**src/rtl/wrae_pkg.sv**
```systemverilog
// ----------------------------------------------------------------------------
// wrae_pkg
// shared types and constants of the weather record ascii encoder
// ----------------------------------------------------------------------------
package wrae_pkg;

	// request kinds
	localparam logic REQ_STAMP  = 1'b0;
	localparam logic REQ_UPDATE = 1'b1;

	// status codes of a result beat
	typedef enum logic [1:0] {
		ST_OK       = 2'd0,
		ST_RANGE    = 2'd1,
		ST_NO_STAMP = 2'd2
	} status_t;

	// one input beat
	typedef struct packed {
		logic               req_type;
		logic [30:0]        epoch_seconds;
		logic signed [7:0]  temperature;
		logic signed [7:0]  humidity_pct;
		logic signed [11:0] pressure_hpa;
		logic [4:0]         condition_class;
	} item_t;

	// one result beat
	typedef struct packed {
		logic [7:0] char_byte;
		logic       last_char;
		status_t    status;
	} rec_t;

	// record geometry
	localparam int unsigned REC_CHARS = 8;
	localparam int unsigned IDX_W     = $clog2(REC_CHARS);
	localparam logic [IDX_W-1:0] LAST_IDX = IDX_W'(REC_CHARS - 1);

	// countdown value is below 10^8, fits 27 bits
	localparam int unsigned COUNT_W       = 27;
	localparam int unsigned REM_W         = 24;
	localparam int unsigned DIGIT_WEIGHT  = 10_000_000;

	// decoded work for the serializer
	typedef struct packed {
		logic                      single;
		status_t                   status;
		logic                      stamp;
		logic                      set_stamp;
		logic [REC_CHARS-1:0][7:0] chars;
		logic [COUNT_W-1:0]        count;
	} job_t;

	localparam logic [7:0] ASCII_ZERO  = 8'h30;
	localparam logic [7:0] ASCII_PLUS  = 8'h2B;
	localparam logic [7:0] ASCII_MINUS = 8'h2D;
	localparam logic [7:0] LETTER_BASE = 8'd65;

endpackage

```
**src/rtl/wrae_decode.sv**
```systemverilog
// ----------------------------------------------------------------------------
// wrae_decode
// range checks and character formation for one input beat
// ----------------------------------------------------------------------------
module wrae_decode (
	input  wrae_pkg::item_t item,
	input  logic            stamp_loaded,
	output wrae_pkg::job_t  job
);

	localparam logic [30:0]        STAMP_MIN_EXCL = 31'd1347483647;
	localparam logic [30:0]        EPOCH_END      = 31'h7FFF_FFFF;
	localparam logic signed [7:0]  TEMP_MAX       = 8'sd99;
	localparam logic signed [7:0]  TEMP_MIN       = -8'sd99;
	localparam logic signed [7:0]  HUM_MAX        = 8'sd100;
	localparam logic [6:0]         HUM_CAP        = 7'd99;
	localparam logic signed [11:0] PRES_MAX       = 12'sd2000;
	localparam logic signed [11:0] PRES_BASE      = 12'sd850;
	localparam logic signed [11:0] PRES_SPAN_S    = 12'sd999;
	localparam logic [9:0]         PRES_SPAN      = 10'd999;
	localparam logic [4:0]         CLASS_MAX      = 5'd15;

	// tens digit of a value below 100 by reciprocal multiply
	function automatic logic [3:0] tens_of(input logic [6:0] v);
		logic [14:0] prod;
		prod = {8'd0, v} * 15'd205;
		return prod[14:11];
	endfunction

	function automatic logic [3:0] units_of(input logic [6:0] v, input logic [3:0] t);
		logic [6:0] sub;
		sub = v - ({3'd0, t} * 7'd10);
		return sub[3:0];
	endfunction

	function automatic logic [7:0] to_ascii(input logic [3:0] d);
		return wrae_pkg::ASCII_ZERO + {4'd0, d};
	endfunction

	logic               stamp_ok;
	logic               upd_ok;
	logic [30:0]        t_inv;
	logic signed [7:0]  temp_neg;
	logic [6:0]         mag;
	logic [3:0]         mag_t;
	logic [6:0]         hum_c;
	logic signed [11:0] p_diff;
	logic [9:0]         p_cl;
	logic [15:0]        p_prod;
	logic [3:0]         p_h;
	logic [6:0]         p_rem;
	logic [3:0]         p_t;

	always_comb begin
		stamp_ok = (item.epoch_seconds > STAMP_MIN_EXCL) && (item.epoch_seconds < EPOCH_END);
		upd_ok   = !(item.temperature > TEMP_MAX || item.temperature < TEMP_MIN ||
			item.humidity_pct < 8'sd0 || item.humidity_pct > HUM_MAX ||
			item.pressure_hpa < 12'sd0 || item.pressure_hpa > PRES_MAX ||
			item.condition_class > CLASS_MAX);

		// all-ones minus t is the inverse of t
		t_inv = ~item.epoch_seconds;

		temp_neg = -item.temperature;
		mag      = item.temperature[7] ? temp_neg[6:0] : item.temperature[6:0];
		mag_t    = tens_of(mag);

		hum_c = (item.humidity_pct == HUM_MAX) ? HUM_CAP : item.humidity_pct[6:0];

		p_diff = item.pressure_hpa - PRES_BASE;
		if (p_diff < 12'sd0) begin
			p_cl = 10'd0;
		end else if (p_diff > PRES_SPAN_S) begin
			p_cl = PRES_SPAN;
		end else begin
			p_cl = p_diff[9:0];
		end
		// hundreds digit of a value below 1000
		p_prod = {6'd0, p_cl} * 16'd41;
		p_h    = p_prod[15:12];
		p_rem  = 7'(p_cl - ({6'd0, p_h} * 10'd100));
		p_t    = tens_of(p_rem);

		job           = '0;
		job.status    = wrae_pkg::ST_OK;
		job.count     = t_inv[29:3];
		job.chars[0]  = (item.temperature > 8'sd0) ? wrae_pkg::ASCII_PLUS
			: wrae_pkg::ASCII_MINUS;
		job.chars[1]  = to_ascii(mag_t);
		job.chars[2]  = to_ascii(units_of(mag, mag_t));
		job.chars[3]  = to_ascii(tens_of(hum_c));
		job.chars[4]  = to_ascii(p_h);
		job.chars[5]  = to_ascii(p_t);
		job.chars[6]  = to_ascii(units_of(p_rem, p_t));
		job.chars[7]  = wrae_pkg::LETTER_BASE + {3'd0, item.condition_class};

		if (item.req_type == wrae_pkg::REQ_STAMP) begin
			if (stamp_ok) begin
				job.stamp     = 1'b1;
				job.set_stamp = 1'b1;
			end else begin
				job.single = 1'b1;
				job.status = wrae_pkg::ST_RANGE;
			end
		end else if (!upd_ok) begin
			job.single = 1'b1;
			job.status = wrae_pkg::ST_RANGE;
		end else if (!stamp_loaded) begin
			job.single = 1'b1;
			job.status = wrae_pkg::ST_NO_STAMP;
		end
	end

endmodule

```
**src/rtl/wrae_digit.sv**
```systemverilog
// ----------------------------------------------------------------------------
// wrae_digit
// leading decimal digit of a value below 10^8 and its remainder
// ----------------------------------------------------------------------------
module wrae_digit (
	input  logic [wrae_pkg::COUNT_W-1:0] value,
	output logic [3:0]                   digit,
	output logic [wrae_pkg::REM_W-1:0]   rem
);

	logic [wrae_pkg::COUNT_W-1:0] base;

	always_comb begin
		digit = 4'd0;
		// independent compares against the nine multiples of the weight
		for (int unsigned k = 1; k <= 9; k++) begin
			if (value >= wrae_pkg::COUNT_W'(k * wrae_pkg::DIGIT_WEIGHT)) begin
				digit = digit + 4'd1;
			end
		end
		base = {23'd0, digit} * wrae_pkg::COUNT_W'(wrae_pkg::DIGIT_WEIGHT);
		rem  = wrae_pkg::REM_W'(value - base);
	end

endmodule

```
**src/rtl/wrae_emit.sv**
```systemverilog
// ----------------------------------------------------------------------------
// wrae_emit
// serializes one decoded job into result beats behind an output register
// ----------------------------------------------------------------------------
module wrae_emit (
	input  logic                clk,
	input  logic                arst_n,
	input  logic                job_valid,
	input  wrae_pkg::job_t      job,
	output logic                take,
	output logic                rec_valid,
	input  logic                rec_stall,
	output wrae_pkg::rec_t      rec
);

	logic                              busy_q;
	wrae_pkg::job_t                    job_q;
	logic [wrae_pkg::IDX_W-1:0]        idx_q;
	logic [wrae_pkg::COUNT_W-1:0]      count_q;
	logic                              rec_valid_q;
	wrae_pkg::rec_t                    rec_q;

	logic [wrae_pkg::COUNT_W-1:0]      value;
	logic [3:0]                        digit;
	logic [wrae_pkg::REM_W-1:0]        rem;
	wrae_pkg::rec_t                    cur;
	logic                              adv;

	// first digit straight from the count, later ones from remainder times ten
	assign value = (idx_q == '0) ? count_q : ((count_q << 3) + (count_q << 1));

	wrae_digit u_digit (
		.value (value),
		.digit (digit),
		.rem   (rem)
	);

	always_comb begin
		if (job_q.single) begin
			cur.char_byte = 8'h00;
			cur.last_char = 1'b1;
			cur.status    = job_q.status;
		end else if (job_q.stamp) begin
			cur.char_byte = wrae_pkg::ASCII_ZERO + {4'd0, digit};
			cur.last_char = (idx_q == wrae_pkg::LAST_IDX);
			cur.status    = wrae_pkg::ST_OK;
		end else begin
			cur.char_byte = job_q.chars[idx_q];
			cur.last_char = (idx_q == wrae_pkg::LAST_IDX);
			cur.status    = wrae_pkg::ST_OK;
		end
	end

	assign adv  = busy_q && (!rec_valid_q || !rec_stall);
	assign take = !busy_q || (adv && cur.last_char);

	always_ff @(posedge clk or negedge arst_n) begin
		if (!arst_n) begin
			busy_q      <= 1'b0;
			idx_q       <= '0;
			rec_valid_q <= 1'b0;
		end else begin
			if (adv) begin
				rec_valid_q <= 1'b1;
			end else if (!rec_stall) begin
				rec_valid_q <= 1'b0;
			end
			// a new job starts at index zero, also right after a last beat
			if (job_valid && take) begin
				busy_q <= 1'b1;
				idx_q  <= '0;
			end else if (adv) begin
				if (cur.last_char) begin
					busy_q <= 1'b0;
					idx_q  <= '0;
				end else begin
					idx_q <= idx_q + 1'b1;
				end
			end
		end
	end

	always_ff @(posedge clk) begin
		if (adv) begin
			rec_q <= cur;
		end
		if (job_valid && take) begin
			job_q   <= job;
			count_q <= job.count;
		end else if (adv) begin
			count_q <= {3'd0, rem};
		end
	end

	assign rec_valid = rec_valid_q;
	assign rec       = rec_q;

	// a status beat always closes its item and carries no character
	a_status_last: assert property (@(posedge clk) disable iff (!arst_n)
		rec_valid_q && rec_q.status != wrae_pkg::ST_OK |->
			rec_q.last_char && rec_q.char_byte == 8'h00)
		else $error("status beat without last_char or with a character");

	// position counter rests at zero while idle
	a_idle_idx: assert property (@(posedge clk) disable iff (!arst_n)
		!busy_q |-> idx_q == '0)
		else $error("character index not cleared while idle");

	// a stalled output freezes the serializer
	a_stall_hold: assert property (@(posedge clk) disable iff (!arst_n)
		busy_q && rec_valid_q && rec_stall |=> $stable(idx_q) && busy_q)
		else $error("serializer advanced under stall");

	// after the leading digit the remainder stays below one digit weight
	a_rem_bound: assert property (@(posedge clk) disable iff (!arst_n)
		busy_q && job_q.stamp && !job_q.single && idx_q != '0 |->
			count_q < wrae_pkg::COUNT_W'(wrae_pkg::DIGIT_WEIGHT))
		else $error("digit remainder out of range");

endmodule

```
**src/rtl/weather_record_ascii_encoder_top.sv**
```systemverilog
// ----------------------------------------------------------------------------
// weather_record_ascii_encoder_top
// compact ascii forecast record encoder, one character per output beat
// ----------------------------------------------------------------------------
// usage
//   item channel (item_valid / item_stall / item): a timestamp beat or a
//   weather update beat. a timestamp yields eight countdown digits, an update
//   yields sign, temperature, humidity tens, pressure offset and class letter.
//   rejected beats, and updates before any good timestamp, yield one status
//   beat with char_byte 0.
//   rec channel (rec_valid / rec_stall / rec): one character per beat,
//   last_char set on the final beat of each input item.
// timing
//   the first beat passes the input register, then the serializer loads the
//   decoded job and fills the output register. a record then streams one
//   beat per cycle while rec_stall is low, so a full item occupies the
//   serializer for eight beats and a status item for one; the output
//   register is the limit. the next item waits in the input register and is
//   loaded in the same cycle the previous item's last beat is produced.
// reset
//   clears all valid flags and the loaded-timestamp flag; no clearing pass.
// stall
//   a stalled beat holds in the output register, the serializer freezes, and
//   item_stall rises once the input register is also occupied.
// ----------------------------------------------------------------------------
module weather_record_ascii_encoder_top (
	input  logic              clk,
	input  logic              arst_n,
	input  logic              item_valid,
	output logic              item_stall,
	input  wrae_pkg::item_t   item,
	output logic              rec_valid,
	input  logic              rec_stall,
	output wrae_pkg::rec_t    rec
);

	// input register stage
	logic              s1_valid_q;
	wrae_pkg::item_t   item_s1;

	// set by the first timestamp that passes its range check
	logic              stamp_loaded_q;

	wrae_pkg::job_t    job;
	logic              emit_take;
	logic              move;

	// the input register frees up whenever the serializer takes its job
	assign item_stall = s1_valid_q && !emit_take;
	assign move       = s1_valid_q && emit_take;

	always_ff @(posedge clk or negedge arst_n) begin
		if (!arst_n) begin
			s1_valid_q     <= 1'b0;
			stamp_loaded_q <= 1'b0;
		end else begin
			if (item_valid && !item_stall) begin
				s1_valid_q <= 1'b1;
			end else if (move) begin
				s1_valid_q <= 1'b0;
			end
			// flag follows item order since decode happens at the hand-over
			if (move && job.set_stamp) begin
				stamp_loaded_q <= 1'b1;
			end
		end
	end

	always_ff @(posedge clk) begin
		if (item_valid && !item_stall) begin
			item_s1 <= item;
		end
	end

	// checks and character formation between input register and serializer
	wrae_decode u_decode (
		.item         (item_s1),
		.stamp_loaded (stamp_loaded_q),
		.job          (job)
	);

	// serializer with the output register
	wrae_emit u_emit (
		.clk       (clk),
		.arst_n    (arst_n),
		.job_valid (s1_valid_q),
		.job       (job),
		.take      (emit_take),
		.rec_valid (rec_valid),
		.rec_stall (rec_stall),
		.rec       (rec)
	);

endmodule
```
**config.mk**
```make
export PLATFORM = sky130hd
export DESIGN_NAME = weather_record_ascii_encoder_top
export DESIGN_NICKNAME = d
export VERILOG_FILES = /design/src/rtl/wrae_pkg.sv /design/src/rtl/wrae_decode.sv /design/src/rtl/wrae_digit.sv /design/src/rtl/wrae_emit.sv /design/src/rtl/weather_record_ascii_encoder_top.sv
export SDC_FILE = /design/constraint.sdc
export NUM_CORES = 1
export LEC_CHECK = 0
export BUFFER_PORTS_ARGS = -buffer_cell sky130_fd_sc_hd__buf_4
export CAP_MARGIN = 20
export CORE_MARGIN = 2
export CORE_UTILIZATION = 51
export DETAILED_ROUTE_END_ITERATION = 12
export GPL_TIMING_DRIVEN = 0
export PLACE_DENSITY_LB_ADDON = 0.3
export SKIP_LAST_GASP = 1
export SLEW_MARGIN = 10
export SYNTH_ARGS = -nofsm -noshare
export SYNTH_HDL_FRONTEND = slang
export SYNTH_SLANG_ARGS = --single-unit
```
**constraint.sdc**
```tcl
create_clock -name clk -period 12.2 [get_ports clk]
set_input_delay 1.83 -clock clk [delete_from_list [all_inputs] [get_ports clk]]
set_output_delay 1.83 -clock clk [all_outputs]
set_load 0.05 [all_outputs]
```
==> impl_metrics.toml <==
[run_status]
outcome = "complete, no violations"

[critical_path]
cp_num_buf_inv = 5
path_depth = 53
rr_startpoint = "u_emit.count_q[0]"
cp_max_fo = 10
r2r_setup_slack_ns = 0.38
crit_top_cell = "ha_1"
cp-end-kind = "flip-flop"
startpoint = "u_emit.count_q[0]"
path_class = "reg -> reg"
cpLargestDelayFamily = "compound AO/OA/AOI/OAI gates"
crit_slowest_cell = "edfxtp_1"
critPathRequiredTime_ns = 12.36
rr_endpoint = "u_emit.count_q[23]"
max_stage_delay_ns = 0.44
r2r_cells = 53
endpoint = "u_emit.count_q[23]"
worst_setup_path_start_kind = "flip-flop"
arrival_ns = 11.98

[timing]
rsz0062_at_grt = "yes"
worst_pin_slew_ns = 0.686
timing.final.crit_share = 0.969
relSlewSlack = 0.531
setup_tns_ns = 0
fmax_mhz = 84.6
min_period_ns = 11.82
drv_slew = 0
skew_ns = 0.00957
final_hold_viol_count = 0
setup_viol = 0

[job]
cap_violations = 0

[cts]
cts_root_buffer = "clkbuf_16"
cts_max_path_buffers = 2
cts_sinks = 145
htree_num_levels = 4
worstSkewPairLatency_ns = 0.43
cts_tree = "built"
clkTransAtPathRegs_ns = 0.06
holdBufCountCts = 0
cts_buffers = 17

[drt]
dr.first_iter.drc_count = 592
wl_met1_mm = 13.9
wl_met3_mm = 1.37
post_drt_wl_per_cell_um = 17.1
wl_met2_mm = 16.8
top_layer = "met4"
viasPerCell = 5.74
first_pass_iters = 5
ant_nets = 0
vias = 11100
wl_mm = 33.0
drc = 0

[synth]
synth-edff-count = 138
ys_top_cells_by_count = "ha_1 (213), inv_1 (147), edfxtp_1 (138)"
yosysTopAreaCellShare = 0.292
yosysTopAreaCell = "edfxtp_1"
syn_inst = 1418
synth-seq-cells = 145
yosysMostFrequentCell = "ha_1"
synthArstFlopShare = 0.0483
synth_nets = 1735
avgSynthCellArea_um2 = 10.0
netlist-cell-type-count = 120
yosys_most_used_dff = "edfxtp_1"
synth_area_mm2 = 0.0142
yosys_warnings = 0
ys_seq_area_frac = 0.305
synth_area_leaders = "edfxtp_1 (29%), ha_1 (19%), fa_1 (4.9%), inv_1 (3.9%), xnor2_1 (3.6%)"

[die]
die-width_um = 171
initial_core_util = 0.514
rows = 61
dieArea_mm2 = 0.0291
io-pin-count = 82
core-area_mm2 = 0.0276
chipHeight_um = 171

[grt]
grt_max_degree = 36
grt_pass1_wl_mm = 53.7
grt_usage = 0.233
antenna_found_initial = 0
gr-total-overflow = 0
grt_pass1_vias = 11000

[final_layout]
nets = 1853
antenna_cells = 0
area_growth_pct = 14.7
drive_above_1_share = 0.172

[min_path]
min_path_type = "reg -> reg"
hold_start = "s1_valid_q"

[placed_design]
portBuffers = 80
gp_congestion = 0.918
dp_hpwl_mm = 26.4
[flip-flops by register name, summed over array words and instances, names as in the netlist]
register	count
u_emit.idx_q	3
u_emit.busy_q	1
u_emit.job_q	36
u_emit.count_q	27
u_emit.rec	10
item_s1	65
stamp_loaded_q	1
u_emit.rec_valid	1
s1_valid_q	1
[cells by family after synthesis]
family	Yosys count	share of synthesized area
AO/OA/AOI/OAI	338	0.177
adder cells (fa/ha/maj)	249	0.238
flip-flops	145	0.305
other	1	0.000265
AND/OR/NAND/NOR	378	0.137
multiplexers	21	0.0213
buffers and inverters	191	0.0570
XOR/XNOR	95	0.0643
[cells in the final DEF (no fill, tap or decap), drive strengths merged, types with 7 or more instances in the layout]
cell	instances
ha	213
inv	153
edfxtp	138
buf	111
nand2	96
nor2	92
a21oi	75
xnor2	63
o21ai	58
clkbuf	50
fa	35
nand3	35
xor2	32
a21o	30
nor3	30
a211oi	20
nand2b	19
and2	19
nand4	15
a31oi	15
o21bai	14
and3	14
o211ai	14
o21a	13
nor2b	12
mux2i	12
o31ai	12
or3	10
dfrtp	7
o22ai	7
a211o	7
nor4	7
[final cells by class]
type	count	area [um2]
plain buffers	42	268
clock buffers	19	433
clock inverters	13	175
fillers	2308	11300
inverters	148	562
multi-input cells	1082	9250
flip-flops and latches	145	4320
well taps	378	473
repair buffers	100	783
[metal layers]
metal,global-route usage,vias to the layer above
met3,0.0322,58
met2,0.420,252
met1,0.283,5303
met4,0.0862,0
li1,-,5445
met5,0,-
[stage by stage]
stage,setup slack [ns],cells,hold slack [ns],cell area (um2),util
floorplan,1.05,1418,0.458,14200,-
global placement,-0.698,1876,0.481,15200,0.553
detailed placement,-0.859,1879,0.485,15300,0.556
CTS,0.0112,1913,0.502,16000,0.579
global route,-0.164,1927,0.515,16300,0.590
finish,0.381,1927,0.504,16300,0.590
[worst min path at each step]
stage / end / slack (ns) / depth (start not counted)
after floorplan: u_emit.busy_q / 0.46 / 1
after global placement: u_emit.busy_q / 0.48 / 1
after detailed placement: u_emit.busy_q / 0.49 / 1
after CTS: u_emit.busy_q / 0.50 / 1
after global routing: u_emit.busy_q / 0.52 / 1
final: u_emit.busy_q / 0.50 / 1
[timing repair]
action | in CTS | in global routing
endpoints found under the setup margin | 5 | 6
resized for setup | 11 | 46
pin swaps | 1 | 11
setup buffers | 3 | 14
Power is not shown: default switching activity piles up to over one toggle a cycle in this logic, so the estimate is an artifact.
